### config.mk
export PLATFORM = sky130hd
export DESIGN_NAME = cron_schedule_match_flat
export DESIGN_NICKNAME = d
export VERILOG_FILES = /design/src/hdl/csm_pkg.sv /design/src/hdl/csm_if.sv /design/src/hdl/csm_ram.sv /design/src/hdl/cron_schedule_match.sv /design/src/flat_wrapper.sv
export SDC_FILE = /design/constraint.sdc
export NUM_CORES = 2
export LEC_CHECK = 0
export BUFFER_PORTS_ARGS = -buffer_cell sky130_fd_sc_hd__clkbuf_2
export CORE_MARGIN = 5
export CORE_UTILIZATION = 35
export DETAILED_ROUTE_END_ITERATION = 10
export HOLD_SLACK_MARGIN = 0.08
export PLACE_DENSITY = 0.6
export RECOVER_POWER = 100
export SKIP_LAST_GASP = 1
export SLEW_MARGIN = 5
export SYNTH_ARGS = -nofsm -noshare
export SYNTH_HDL_FRONTEND = slang
export SYNTH_HIERARCHICAL = 1
export SYNTH_MEMORY_MAX_BITS = 65536
export SYNTH_SLANG_ARGS = --single-unit
### constraint.sdc
create_clock -name clk -period 9.9 [get_ports clk]
set_clock_uncertainty 0.05 [all_clocks]
set_input_delay 1.98 -clock clk [delete_from_list [all_inputs] [get_ports clk]]
set_output_delay 1.98 -clock clk [all_outputs]
set_load 0.02 [all_outputs]
### src/hdl/csm_pkg.sv
// ----------------------------------------------------------------------------
// csm_pkg - schedule matcher shared definitions
// Entry layout in the table memory, command and mask-select codes, defaults.
// ----------------------------------------------------------------------------
`default_nettype none

package csm_pkg;

    localparam int CSM_ENTRIES = 32;

    // Field widths of one schedule entry
    localparam int MINUTE_W  = 60;
    localparam int HOUR_W    = 24;
    localparam int DOM_W     = 31;
    localparam int MONTH_W   = 12;
    localparam int WEEKDAY_W = 7;
    localparam int STAR_W    = 2;

    // Packed entry layout, minute mask in the low bits
    localparam int MIN_LSB   = 0;
    localparam int HOUR_LSB  = MIN_LSB + MINUTE_W;
    localparam int DOM_LSB   = HOUR_LSB + HOUR_W;
    localparam int MON_LSB   = DOM_LSB + DOM_W;
    localparam int DOW_LSB   = MON_LSB + MONTH_W;
    localparam int STAR_LSB  = DOW_LSB + WEEKDAY_W;
    localparam int ENTRY_W   = STAR_LSB + STAR_W;

    localparam int VALUE_W   = 60;
    localparam int RES_IDX_W = 5;
    localparam int COUNT_W   = 6;

    // Commands
    localparam logic CMD_WRITE = 1'b0;
    localparam logic CMD_TICK  = 1'b1;

    // Mask select codes
    localparam logic [2:0] SEL_MINUTE  = 3'd0;
    localparam logic [2:0] SEL_HOUR    = 3'd1;
    localparam logic [2:0] SEL_DOM     = 3'd2;
    localparam logic [2:0] SEL_MONTH   = 3'd3;
    localparam logic [2:0] SEL_WEEKDAY = 3'd4;
    localparam logic [2:0] SEL_STAR    = 3'd5;

    typedef logic [ENTRY_W-1:0] entry_t;

endpackage

`default_nettype wire

### src/hdl/csm_if.sv
// ----------------------------------------------------------------------------
// csm_if - schedule matcher channels
// Command channel (writes and ticks) and result channel, valid/ready.
// ----------------------------------------------------------------------------
`default_nettype none

interface csm_cmd_if;
    logic        valid;
    logic        ready;
    logic        command;
    logic [4:0]  entry_index;
    logic [2:0]  mask_select;
    logic [59:0] mask_value;
    logic [5:0]  minute;
    logic [4:0]  hour;
    logic [4:0]  day_of_month;
    logic [3:0]  month;
    logic [2:0]  day_of_week;

    modport source (
        output valid, command, entry_index, mask_select, mask_value,
               minute, hour, day_of_month, month, day_of_week,
        input  ready
    );
    modport sink (
        input  valid, command, entry_index, mask_select, mask_value,
               minute, hour, day_of_month, month, day_of_week,
        output ready
    );
endinterface

interface csm_res_if;
    logic       valid;
    logic       ready;
    logic [4:0] matched_index;
    logic       found;
    logic       last;

    modport source (output valid, matched_index, found, last, input ready);
    modport sink   (input valid, matched_index, found, last, output ready);
endinterface

`default_nettype wire

### src/hdl/csm_ram.sv
// ----------------------------------------------------------------------------
// csm_ram - generic single-port-write, single-port-read RAM
// One write and one registered read per cycle.
// ----------------------------------------------------------------------------
`default_nettype none

module csm_ram #(
    parameter  int WIDTH  = 8,
    parameter  int DEPTH  = 32,
    localparam int ADDR_W = (DEPTH > 1) ? $clog2(DEPTH) : 1
) (
    input  wire logic              clk,
    input  wire logic              we,
    input  wire logic [ADDR_W-1:0] waddr,
    input  wire logic [WIDTH-1:0]  wdata,
    input  wire logic [ADDR_W-1:0] raddr,
    output logic      [WIDTH-1:0]  rdata
);

    logic [WIDTH-1:0] mem [DEPTH];

    always_ff @(posedge clk)
    begin
        if (we)
        begin
            mem[waddr] <= wdata;
        end
        rdata <= mem[raddr];
    end

endmodule

`default_nettype wire

### src/hdl/cron_schedule_match.sv
// ----------------------------------------------------------------------------
// cron_schedule_match - schedule table matcher
// Holds schedule entries in one table memory and reports every entry that
// is due at the time carried by a tick.
// ----------------------------------------------------------------------------
//
//  channel   direction  transfer                     payload
//  -------   ---------  ---------------------------  ---------------------------
//  cmd       in         cmd.valid && cmd.ready       write (index, select, value)
//                                                    or tick (calendar time)
//  res       out        res.valid && res.ready       matched_index, found, last
//  cfg       in         cfg_write (no handshake)     entry_count
//
//  A write runs as transfer, read of the entry, merge and write back.
//  A tick reads each entry once through the single read port, entry_count
//  capped at ENTRIES; a hit that meets a held hit and a full output register
//  stalls the scan, and the closing result waits for that register to free.
//  A result held in the output register does not block the next command.
//  No clearing pass after reset: entries are undefined until written.
//  Reset clears entry_count and all control state.
// ----------------------------------------------------------------------------
`default_nettype none

module cron_schedule_match #(
    parameter int ENTRIES = csm_pkg::CSM_ENTRIES
) (
    input  wire logic                         clk,
    input  wire logic                         rst_n,
    input  wire logic                         cfg_write,
    input  wire logic [csm_pkg::COUNT_W-1:0]  cfg_data,
    csm_cmd_if.sink                           cmd,
    csm_res_if.source                         res
);

    import csm_pkg::*;

    localparam int IDX_W = (ENTRIES > 1) ? $clog2(ENTRIES) : 1;
    localparam int CNT_W = $clog2(ENTRIES + 1);

    // Sequencer states
    localparam logic [1:0] ST_IDLE = 2'd0;
    localparam logic [1:0] ST_WRD  = 2'd1;
    localparam logic [1:0] ST_WWR  = 2'd2;
    localparam logic [1:0] ST_SCAN = 2'd3;

    // ------------------------------------------------------------------
    // Registers
    // ------------------------------------------------------------------
    logic [1:0]         state_reg, state_next;
    logic [COUNT_W-1:0] entry_count_reg;
    logic [CNT_W-1:0]   limit_reg;
    logic [CNT_W-1:0]   scan_ptr_reg, scan_ptr_next;
    logic               eval_valid_reg, eval_valid_next;
    logic [IDX_W-1:0]   eval_idx_reg, eval_idx_next;
    logic               pend_valid_reg, pend_valid_next;
    logic [IDX_W-1:0]   pend_idx_reg, pend_idx_next;
    logic               out_valid_reg;
    logic [RES_IDX_W-1:0] out_index_reg;
    logic               out_found_reg;
    logic               out_last_reg;

    // Write command operands
    logic [IDX_W-1:0]   wr_addr_reg;
    logic [2:0]         wr_sel_reg;
    logic [VALUE_W-1:0] wr_val_reg;

    // Tick time, decoded to one-hot positions (all zero when out of range)
    logic [MINUTE_W-1:0]  min_hot_reg;
    logic [HOUR_W-1:0]    hour_hot_reg;
    logic [DOM_W-1:0]     dom_hot_reg;
    logic [MONTH_W-1:0]   mon_hot_reg;
    logic [WEEKDAY_W-1:0] dow_hot_reg;

    // ------------------------------------------------------------------
    // Combinational signals
    // ------------------------------------------------------------------
    logic             cmd_xfer;
    logic             out_free;
    logic             idx_ok;
    logic             sel_ok;
    logic [IDX_W+4:0] cmd_idx_ext;
    logic [CNT_W-1:0] limit_calc;
    logic             ram_we;
    logic [IDX_W-1:0] ram_raddr;
    entry_t           ram_wdata;
    entry_t           ram_rdata;
    logic             entry_hit;
    logic             hit;
    logic             stall;
    logic             push;
    logic [IDX_W-1:0] push_idx;
    logic             push_found;
    logic             push_last;
    logic [IDX_W+4:0] push_idx_ext;
    logic             dom_ok, dow_ok, day_ok;

    assign cmd_xfer  = cmd.valid && cmd.ready;
    assign cmd.ready = (state_reg == ST_IDLE);
    assign out_free  = !out_valid_reg || res.ready;

    // Writes beyond the table or to an unused select code are dropped
    assign cmd_idx_ext = {{IDX_W{1'b0}}, cmd.entry_index};
    assign idx_ok      = (int'(cmd.entry_index) < ENTRIES);
    assign sel_ok      = (cmd.mask_select inside {[SEL_MINUTE:SEL_STAR]});

    // Scan length is entry_count, capped at the table depth
    assign limit_calc = (int'(entry_count_reg) > ENTRIES) ? CNT_W'(ENTRIES)
                                                          : CNT_W'(entry_count_reg);

    // ------------------------------------------------------------------
    // Table memory: one packed entry per address
    // ------------------------------------------------------------------
    csm_ram #(
        .WIDTH (ENTRY_W),
        .DEPTH (ENTRIES)
    ) u_table (
        .clk   (clk),
        .we    (ram_we),
        .waddr (wr_addr_reg),
        .wdata (ram_wdata),
        .raddr (ram_raddr),
        .rdata (ram_rdata)
    );

    // Merge the written field into the entry just read back
    always_comb
    begin
        ram_wdata = ram_rdata;
        case (wr_sel_reg)
            SEL_MINUTE:  ram_wdata[MIN_LSB  +: MINUTE_W]  = wr_val_reg[MINUTE_W-1:0];
            SEL_HOUR:    ram_wdata[HOUR_LSB +: HOUR_W]    = wr_val_reg[HOUR_W-1:0];
            SEL_DOM:     ram_wdata[DOM_LSB  +: DOM_W]     = wr_val_reg[DOM_W-1:0];
            SEL_MONTH:   ram_wdata[MON_LSB  +: MONTH_W]   = wr_val_reg[MONTH_W-1:0];
            SEL_WEEKDAY: ram_wdata[DOW_LSB  +: WEEKDAY_W] = wr_val_reg[WEEKDAY_W-1:0];
            SEL_STAR:    ram_wdata[STAR_LSB +: STAR_W]    = wr_val_reg[STAR_W-1:0];
            default:     ram_wdata = ram_rdata;
        endcase
    end

    // ------------------------------------------------------------------
    // Entry check: minute, hour and month must hit; the day test is
    // both day fields when either star flag is set, else either one
    // ------------------------------------------------------------------
    assign dom_ok = |(ram_rdata[DOM_LSB +: DOM_W] & dom_hot_reg);
    assign dow_ok = |(ram_rdata[DOW_LSB +: WEEKDAY_W] & dow_hot_reg);
    assign day_ok = (|ram_rdata[STAR_LSB +: STAR_W]) ? (dom_ok && dow_ok)
                                                      : (dom_ok || dow_ok);
    assign entry_hit = (|(ram_rdata[MIN_LSB  +: MINUTE_W] & min_hot_reg))
                    && (|(ram_rdata[HOUR_LSB +: HOUR_W]   & hour_hot_reg))
                    && (|(ram_rdata[MON_LSB  +: MONTH_W]  & mon_hot_reg))
                    && day_ok;
    assign hit = eval_valid_reg && entry_hit;

    // ------------------------------------------------------------------
    // Sequencer. During a scan the memory read for entry i+1 overlaps the
    // check of entry i. A hit is held back until the next hit or scan end so
    // the last one can be marked; a second hit with the output still occupied
    // stalls the scan and re-reads the entry under check so its data holds.
    // ------------------------------------------------------------------
    always_comb
    begin
        state_next      = state_reg;
        scan_ptr_next   = scan_ptr_reg;
        eval_valid_next = eval_valid_reg;
        eval_idx_next   = eval_idx_reg;
        pend_valid_next = pend_valid_reg;
        pend_idx_next   = pend_idx_reg;
        ram_we          = 1'b0;
        ram_raddr       = scan_ptr_reg[IDX_W-1:0];
        stall           = 1'b0;
        push            = 1'b0;
        push_idx        = pend_idx_reg;
        push_found      = 1'b1;
        push_last       = 1'b0;

        case (state_reg)
            ST_IDLE:
            begin
                if (cmd_xfer)
                begin
                    if (cmd.command == CMD_TICK)
                    begin
                        state_next      = ST_SCAN;
                        scan_ptr_next   = '0;
                        eval_valid_next = 1'b0;
                        pend_valid_next = 1'b0;
                    end
                    else if (idx_ok && sel_ok)
                    begin
                        state_next = ST_WRD;
                    end
                end
            end

            ST_WRD:
            begin
                // Fetch the entry so the other fields survive the write
                ram_raddr  = wr_addr_reg;
                state_next = ST_WWR;
            end

            ST_WWR:
            begin
                ram_we     = 1'b1;
                state_next = ST_IDLE;
            end

            ST_SCAN:
            begin
                stall = hit && pend_valid_reg && !out_free;
                if (stall)
                begin
                    ram_raddr = eval_idx_reg;
                end
                else
                begin
                    if (hit)
                    begin
                        // Release the previous hit, it is not the last one
                        push            = pend_valid_reg;
                        pend_valid_next = 1'b1;
                        pend_idx_next   = eval_idx_reg;
                    end
                    eval_valid_next = (scan_ptr_reg < limit_reg);
                    eval_idx_next   = scan_ptr_reg[IDX_W-1:0];
                    if (scan_ptr_reg < limit_reg)
                    begin
                        scan_ptr_next = scan_ptr_reg + CNT_W'(1);
                    end
                    // Scan done: send the held hit, or a no-match result
                    if (!eval_valid_reg && (scan_ptr_reg == limit_reg) && out_free)
                    begin
                        push            = 1'b1;
                        push_idx        = pend_valid_reg ? pend_idx_reg : '0;
                        push_found      = pend_valid_reg;
                        push_last       = 1'b1;
                        pend_valid_next = 1'b0;
                        state_next      = ST_IDLE;
                    end
                end
            end

            default:
            begin
                state_next = ST_IDLE;
            end
        endcase
    end

    assign push_idx_ext = {5'b0, push_idx};

    // ------------------------------------------------------------------
    // Control registers
    // ------------------------------------------------------------------
    always_ff @(posedge clk or negedge rst_n)
    begin
        if (!rst_n)
        begin
            state_reg       <= ST_IDLE;
            entry_count_reg <= '0;
            scan_ptr_reg    <= '0;
            eval_valid_reg  <= 1'b0;
            pend_valid_reg  <= 1'b0;
            out_valid_reg   <= 1'b0;
        end
        else
        begin
            state_reg      <= state_next;
            scan_ptr_reg   <= scan_ptr_next;
            eval_valid_reg <= eval_valid_next;
            pend_valid_reg <= pend_valid_next;
            if (cfg_write)
            begin
                entry_count_reg <= cfg_data;
            end
            if (push)
            begin
                out_valid_reg <= 1'b1;
            end
            else if (res.ready)
            begin
                out_valid_reg <= 1'b0;
            end
        end
    end

    // ------------------------------------------------------------------
    // Payload registers
    // ------------------------------------------------------------------
    always_ff @(posedge clk)
    begin
        eval_idx_reg <= eval_idx_next;
        pend_idx_reg <= pend_idx_next;
        if (push)
        begin
            out_index_reg <= push_idx_ext[RES_IDX_W-1:0];
            out_found_reg <= push_found;
            out_last_reg  <= push_last;
        end
        if (cmd_xfer)
        begin
            wr_addr_reg  <= cmd_idx_ext[IDX_W-1:0];
            wr_sel_reg   <= cmd.mask_select;
            wr_val_reg   <= cmd.mask_value;
            limit_reg    <= limit_calc;
            min_hot_reg  <= (cmd.minute < 6'd60) ? (MINUTE_W'(1) << cmd.minute) : '0;
            hour_hot_reg <= (cmd.hour < 5'd24) ? (HOUR_W'(1) << cmd.hour) : '0;
            dom_hot_reg  <= (cmd.day_of_month != 5'd0)
                            ? (DOM_W'(1) << (cmd.day_of_month - 5'd1)) : '0;
            mon_hot_reg  <= ((cmd.month != 4'd0) && (cmd.month < 4'd13))
                            ? (MONTH_W'(1) << (cmd.month - 4'd1)) : '0;
            dow_hot_reg  <= (cmd.day_of_week < 3'd7)
                            ? (WEEKDAY_W'(1) << cmd.day_of_week) : '0;
        end
    end

    assign res.valid         = out_valid_reg;
    assign res.matched_index = out_index_reg;
    assign res.found         = out_found_reg;
    assign res.last          = out_last_reg;

`ifndef SYNTHESIS
    // No entry check may be in flight while a new command can be taken
    a_idle_no_eval: assert property (@(posedge clk) disable iff (!rst_n)
        cmd.ready |-> !eval_valid_reg)
        else $error("entry check pending while idle");

    // A result without a match always closes its tick
    a_nomatch_last: assert property (@(posedge clk) disable iff (!rst_n)
        (res.valid && !res.found) |-> res.last)
        else $error("no-match result not marked last");

    // The scan pointer never runs past the scan length
    a_ptr_bound: assert property (@(posedge clk) disable iff (!rst_n)
        (state_reg == ST_SCAN) |-> (scan_ptr_reg <= limit_reg))
        else $error("scan pointer beyond limit");

    // A stalled check keeps its entry for the next cycle
    a_stall_hold: assert property (@(posedge clk) disable iff (!rst_n)
        (state_reg == ST_SCAN && stall) |=> (eval_valid_reg && $stable(eval_idx_reg)))
        else $error("stalled entry check lost");

    // Read of an entry is always followed by its write back
    a_rmw_pair: assert property (@(posedge clk) disable iff (!rst_n)
        (state_reg == ST_WRD) |=> (state_reg == ST_WWR))
        else $error("entry write back skipped");
`endif

endmodule

`default_nettype wire
### src/flat_wrapper.sv
// flat-port wrapper written by rule: the top's interface ports become plain ports
module cron_schedule_match_flat import csm_pkg::*;
#(
    parameter int ENTRIES = csm_pkg::CSM_ENTRIES
)
  (clk, rst_n, cfg_write, cfg_data, cmd_valid, cmd_command, cmd_entry_index, cmd_mask_select, cmd_mask_value, cmd_minute, cmd_hour, cmd_day_of_month, cmd_month, cmd_day_of_week, cmd_ready, res_valid, res_matched_index, res_found, res_last, res_ready);
  csm_cmd_if cmd_i ();
  csm_res_if res_i ();
  input  wire logic clk;
  input  wire logic rst_n;
  input  wire logic cfg_write;
  input  wire logic [csm_pkg::COUNT_W-1:0] cfg_data;
  input wire logic [$bits(cmd_i.valid)-1:0] cmd_valid;
  input wire logic [$bits(cmd_i.command)-1:0] cmd_command;
  input wire logic [$bits(cmd_i.entry_index)-1:0] cmd_entry_index;
  input wire logic [$bits(cmd_i.mask_select)-1:0] cmd_mask_select;
  input wire logic [$bits(cmd_i.mask_value)-1:0] cmd_mask_value;
  input wire logic [$bits(cmd_i.minute)-1:0] cmd_minute;
  input wire logic [$bits(cmd_i.hour)-1:0] cmd_hour;
  input wire logic [$bits(cmd_i.day_of_month)-1:0] cmd_day_of_month;
  input wire logic [$bits(cmd_i.month)-1:0] cmd_month;
  input wire logic [$bits(cmd_i.day_of_week)-1:0] cmd_day_of_week;
  output wire logic [$bits(cmd_i.ready)-1:0] cmd_ready;
  output wire logic [$bits(res_i.valid)-1:0] res_valid;
  output wire logic [$bits(res_i.matched_index)-1:0] res_matched_index;
  output wire logic [$bits(res_i.found)-1:0] res_found;
  output wire logic [$bits(res_i.last)-1:0] res_last;
  input wire logic [$bits(res_i.ready)-1:0] res_ready;
  assign cmd_i.valid = cmd_valid;
  assign cmd_i.command = cmd_command;
  assign cmd_i.entry_index = cmd_entry_index;
  assign cmd_i.mask_select = cmd_mask_select;
  assign cmd_i.mask_value = cmd_mask_value;
  assign cmd_i.minute = cmd_minute;
  assign cmd_i.hour = cmd_hour;
  assign cmd_i.day_of_month = cmd_day_of_month;
  assign cmd_i.month = cmd_month;
  assign cmd_i.day_of_week = cmd_day_of_week;
  assign cmd_ready = cmd_i.ready;
  assign res_valid = res_i.valid;
  assign res_matched_index = res_i.matched_index;
  assign res_found = res_i.found;
  assign res_last = res_i.last;
  assign res_i.ready = res_ready;
  cron_schedule_match #(.ENTRIES(ENTRIES)) u_core (.clk(clk), .rst_n(rst_n), .cfg_write(cfg_write), .cfg_data(cfg_data), .cmd(cmd_i), .res(res_i));
endmodule
Word-level counts from Yosys, hierarchy flattened

Memories as Yosys holds them, arrays and structs flattened. A register that Yosys moved wholly into a read port is not among the register bits.
Cells that the tools add are included.

RAM bits: 4352
Bits of input ports: 103
Output and inout port bits: 9
Memories: 1
Flip-flop bits (word level): 242
Word-level logic and storage cells: 139

Equality and inequality tests: 16
$add $sub $neg: 3
Mux-type cells: 42
Shift-type cells: 5
Bitwise logic cells: 8
Magnitude comparators: 8
Reduce and logical (&&, ||, !) cells: 36

Memory list:

| name               | words | bits a word | read ports | clocked after Yosys merged registers in | write ports | line          | source |
|---|---|---|---|---|---|---|---|
| u_core.u_table.mem | 32    | 136         | 1          | 1                                       | 1           | csm_ram.sv:20 | `logic [WIDTH-1:0] mem [DEPTH];` |

Operators by type and width:

| kind                                                                | count |
|---|---|
| 60-bit AND                                                          | 1 |
| 60-bit 2-to-1 mux                                                   | 1 |
| 60-bit OR reduction                                                 | 1 |
| 1-bit by 6-bit << shifter with 60-bit output (first input constant) | 1 |
| 31-bit AND                                                          | 1 |
| 31-bit 2-to-1 mux                                                   | 1 |
| 31-bit OR reduction                                                 | 1 |
| 1-bit by 5-bit << shifter with 31-bit output (first input constant) | 1 |
| 5-bit 2-to-1 mux                                                    | 5 |
| 24-bit AND                                                          | 1 |
| 24-bit 2-to-1 mux                                                   | 1 |
| 6-bit 2-to-1 mux                                                    | 4 |
| 24-bit OR reduction                                                 | 1 |
| 1-bit by 5-bit << shifter with 24-bit output (first input constant) | 1 |
| 1-bit 2-to-1 mux                                                    | 17 |
| 12-bit AND                                                          | 1 |
| 1-bit logical AND                                                   | 12 |
| 12-bit 2-to-1 mux                                                   | 1 |
| 2-bit 2-to-1 mux                                                    | 6 |
| 6-bit one-hot mux with 2 select lines                               | 1 |
| 12-bit OR reduction                                                 | 1 |
| 1-bit by 4-bit << shifter with 12-bit output (first input constant) | 1 |
| 5-bit one-hot mux with 2 select lines                               | 1 |
| 5-bit AND reduction                                                 | 2 |
| 39 further kinds                                                    | 54 |

Logic depth before layout (Yosys ltp)

Word-level depth: 11
Depth in mapped cells: 17
Mapped depth without buffers: 11

Modules after synthesis

The synthesis kept the hierarchy.

Modules (own cells, without submodules):

| module              | cells an instance | instances | sequential area each (sq um) | area each (sq um) |
|---|---|---|---|---|
| csm_ram             | 6993              | 1         | 133407.9                     | 165376.1 |
| cron_schedule_match | 832               | 1         | 7181.9                       | 11382.2 |

Worst setup path before layout

OpenSTA, ideal clock, no wires.

Path kind: input port to flip-flop
From: input cmd_valid
To: register u_core.scan_ptr_reg[0]
Setup time: 125 ps
Arrival time: 7900 ps
Buffers on the path: 0
Slack: 1825 ps
Required time: 9725 ps
Stages on the path: 4
Cells stage by stage: and2_1 o32a_1 nand2_1 mux2_2

Word-level cells in the longest chain between the ends: 3

Ends and longest elaborated chain:

| element                                | line                       | source |
|---|---|---|
| from (decl)                            | flat_wrapper.sv:13         | `input wire logic [$bits(cmd_i.valid)-1:0] cmd_valid;` |
| 1-bit logical AND                      | cron_schedule_match.sv:97  | `assign cmd_xfer = cmd.valid && cmd.ready;` |
| 2-bit inequality test (no source line) | n/a                        |  |
| 5-bit AND reduction (no source line)   | n/a                        |  |
| to (signal assigned)                   | cron_schedule_match.sv:269 | `scan_ptr_reg <= scan_ptr_next;` |
| to (decl)                              | cron_schedule_match.sv:52  | `logic [CNT_W-1:0] scan_ptr_reg, scan_ptr_next;` |

No other way between the ends.
A chain may end at the register's enable or synchronous reset.

Worst setup path after layout

From: register u_core.state_reg[1]
To: memory u_core/u_table/mem[7][11] in the netlist's numbering (enable)

Word-level cells in the longest chain between the ends: 4

Ends and longest elaborated chain:

| element                                | line                       | source |
|---|---|---|
| from (decl)                            | cron_schedule_match.sv:49  | `logic [1:0] state_reg, state_next;` |
| from (signal assigned)                 | cron_schedule_match.sv:268 | `state_reg <= state_next;` |
| 2-bit == test                          | cron_schedule_match.sv:176 | `case (state_reg)` |
| 1-bit 2-to-1 mux                       | cron_schedule_match.sv:176 |  |
| via u_core.ram_we                      | cron_schedule_match.sv:83  | `logic ram_we;` |
| 1-bit 2-to-1 mux                       | csm_ram.sv:24              | `if (we)` |
| 1-bit 2-to-1 mux (not written as such) | csm_ram.sv:26              | `mem[waddr] <= wdata;` |
| to (decl)                              | csm_ram.sv:20              |  |

The timed path passes the listed nets, and every way through them passes these cells.

==> results.yml <==
floorplanning:
  io_pins: 112
  rows: 261
  fp.coreArea_mm2: 0.504
  die_x_um: 721
  dieArea_mm2: 0.519
  die_h_um: 721
  start_util_pct: 35.1
cells_and_area:
  layout.cells.non_filler: 15300
  multi_input_area_mm2: 0.0340
  synthToLayoutAreaGrowth_pct: 13.1
  largest_register_ffs: 4352
  top_register: "u_core/u_table/mem"
  reg.largest.list: "u_core/u_table/mem x4352, u_core/u_table/rdata x136"
  fill_cells: 44100
  drive_gt1_share_pct: 21.8
  seqCellArea_mm2: 0.141
  nets: 8258
synth:
  synth-compound-area-share_pct: 2.79
  synth_area_mm2: 0.177
  ys_types: 57
  async_flop_share_pct: 0.359
  yosys-top-cells-area: "edfxtp_1 78%, mux4_2 12%, mux2i_1 1.7%"
  ys_seq_area_share_pct: 79.5
  syn_inst: 7825
  synth_simple_gate_area_share_pct: 1.64
  ys_seq_elements: 4730
  synthXorXnorAreaFrac_pct: 0.00991
  yosysTopAreaCellShare_pct: 77.8
  yosys_warnings: 6
  yosysMostFrequentCell: "edfxtp_1"
  syn_nets: 7936
  ys_top_cells_by_count: "4,577 x edfxtp_1, 944 x mux4_2, 401 x o22ai_1"
  synth_top_family_by_area: "multiplexers"
  synth_top_cell_by_area: "edfxtp_1"
  synth_ff_type: "edfxtp_1"
  synthMuxAreaShare_pct: 14.6
  synth-edff-count: 4577
  syn_area_per_cell_um2: 22.6
  yosys.area_share.adder_pct: 0.0566
run_status:
  violations: "capacitance limit, slew limit"
  status: "finished, violations left"
routing:
  vias: 86500
  first_iter_violations: 10700
  wl_per_cell_um: 32.1
  routed_wl_mm: 490
  drcViolationCount: 0
  viasPerCell: 5.67
  ant_nets: 0
  first_pass_iters: 7
placed_design:
  portBuffers: 111
  routabilityCongestion: 0.787
  dpl.hpwl_mm: 247
  dp.cells: 14400
power_and_ir_drop:
  powerDensity_mw_per_mm2: 288
  ir_drop_v: 0.000291
  p_total_w: 0.0576
  leakage_nw: 59.4
global_route:
  antenna_found_initial: 58
  grt_usage_pct: 18.5
  grt_pass1_wl_mm: 683
  grt_busiest_layer: "met2"
  grt_pass1_vias: 86500
  use_met2_pct: 31.0
  grt_use_met1_pct: 24.5
  met3_usage_pct: 2.91
  grt_overflow: 0
  grt_max_degree: 123
clock_tree:
  root_buffer: "clkbuf_16"
  clock_path_buffers: 4
  post_cts_buffers: 0
  cts_hold_buf: 0
  cts_resized: 0
  cts.sinks: 4730
  clk_pin_slew_ns: 0.06
  cts_made_buffers: 438
  clock_latency_ns: 0.98
  cts_tree: "built"
  htreeDepth: 5
sta:
  rsz0062_at_grt: "false"
  hold_viol: 0
  relSlewSlack_pct: -400
  period_share_pct: 81.5
  drv_slew: 3385
  setup_viol: 0
  clock.fmax_mhz: 124
  finalSetupTns_ns: 0
  whs_ns: 0.474
  finalCriticalPeriod_ns: 8.07
  worst_pin_slew_ns: 7.50
worst_setup_path:
  critPathBufInv: 2
  cp_slowest_stage_delay_ns: 2.40
  crit_path_top_delay_cell: "clkbuf_1"
  crit_chain: "nor2b_1 > nand3_1 > nor2_1 > clkbuf_1 > clkbuf_2"
  cpLargestDelayFamily: "buffers and inverters"
  worstSetupPathType: "flip-flop to flip-flop"
  cp.arrival_ns: 8.56
  endpoint_kind: "flip-flop"
  critical_path_required_ns: 10.39
  start_kind: "flip-flop"
  crit_fanout: 32
hold_path:
  hold_class: "flip-flop to flip-flop"
job:
  maxCapViolCount: 104
-- report_power, final --
group / internal, W / switching, W
clock network: 0.00993 / 0.00731
registers: 0.0261 / 0.000965
logic: 0.00520 / 0.00804
total: 0.0413 / 0.0163
-- cell type report --
cell class,instances,area share [%]
clock inverters,241,1.29
diodes,42,0.0526
inverters,15,0.0282
clock buffers,576,6.10
multi-input cells,2663,17.0
well taps,6706,4.20
flip-flops and latches,4730,70.3
repair buffers,299,1.02
-- per-layer routing --
layer / vias to the layer above / share of wire, %
met2: 4425 / 49
met1: 47000 / 38
li1: 34100 / -
met4: 24 / 3.9
met5: - / 0.033
met3: 949 / 8.8
-- cells in the final DEF (no fill, tap or decap), types with 8 or more instances in the layout --
master / count
nand3_1: 92
a221oi_2: 8
clkbuf_1: 199
nor2b_1: 19
nand4_1: 47
nand3b_1: 15
mux2i_1: 293
buf_12: 35
clkbuf_2: 82
diode_2: 42
nand2_1: 41
nand2b_1: 11
nor4_1: 102
dfxtp_1: 136
mux2_1: 136
clkinvlp_4: 30
clkbuf_8: 43
mux2_2: 12
edfxtp_1: 4577
inv_1: 15
buf_4: 63
clkbuf_16: 451
a22o_1: 19
nor2_1: 162
inv_6: 9
nor2_4: 8
dfrtp_1: 17
clkinv_1: 51
clkinv_4: 9
mux4_2: 944
bufinv_16: 48
a22oi_1: 252
o22ai_1: 401
clkinv_2: 89
nor3_1: 11
ha_1: 8
-- cells by family (layout without fill, tap and decap cells) --
group | after synthesis | after routing
buf+inv | 432 | 1131
flops | 4730 | 4730
mux | 1385 | 1385
other cells | 0 | 42
simple gates | 556 | 556
compound gates | 712 | 712
fa+ha+maj | 8 | 8
xor+xnor | 2 | 2
-- worst reg2reg max path, stage by stage (launching register included) --
cell      delay [ns]
dfrtp_1         0.58
nor2b_1         0.32
nand3_1         0.43
nor2_1          2.11
clkbuf_1        2.46
clkbuf_2        1.63
-- per-stage QoR --
stage	setup WS (ns)	cell area, µm²	util (%)
finish	1.83	200000	39.6
global route	1.92	200000	39.6
CTS	3.93	200000	39.8
detailed placement	3.23	186000	36.8
global placement	3.28	186000	36.8
floorplan	1.83	177000	-
-- path summary, 6_finish.rpt --
path	start	endpoint	slack [ns]	cells after the start
setup / recovery	u_core/state_reg[1]	u_core/u_table/mem[7][11]	1.83	5
hold / removal	u_core/entry_count_reg[1]	u_core/entry_count_reg[1]	0.47	1
setup reg to reg	u_core/state_reg[1]	u_core/u_table/mem[7][11]	1.83	5
hold reg to reg	u_core/entry_count_reg[1]	u_core/entry_count_reg[1]	0.47	1
max in group asynchronous	rst_n	u_core/entry_count_reg[5]	7.60	1
min in group asynchronous	rst_n	u_core/scan_ptr_reg[0]	1.31	1
Note: power is estimated with default switching activity, not from simulation.
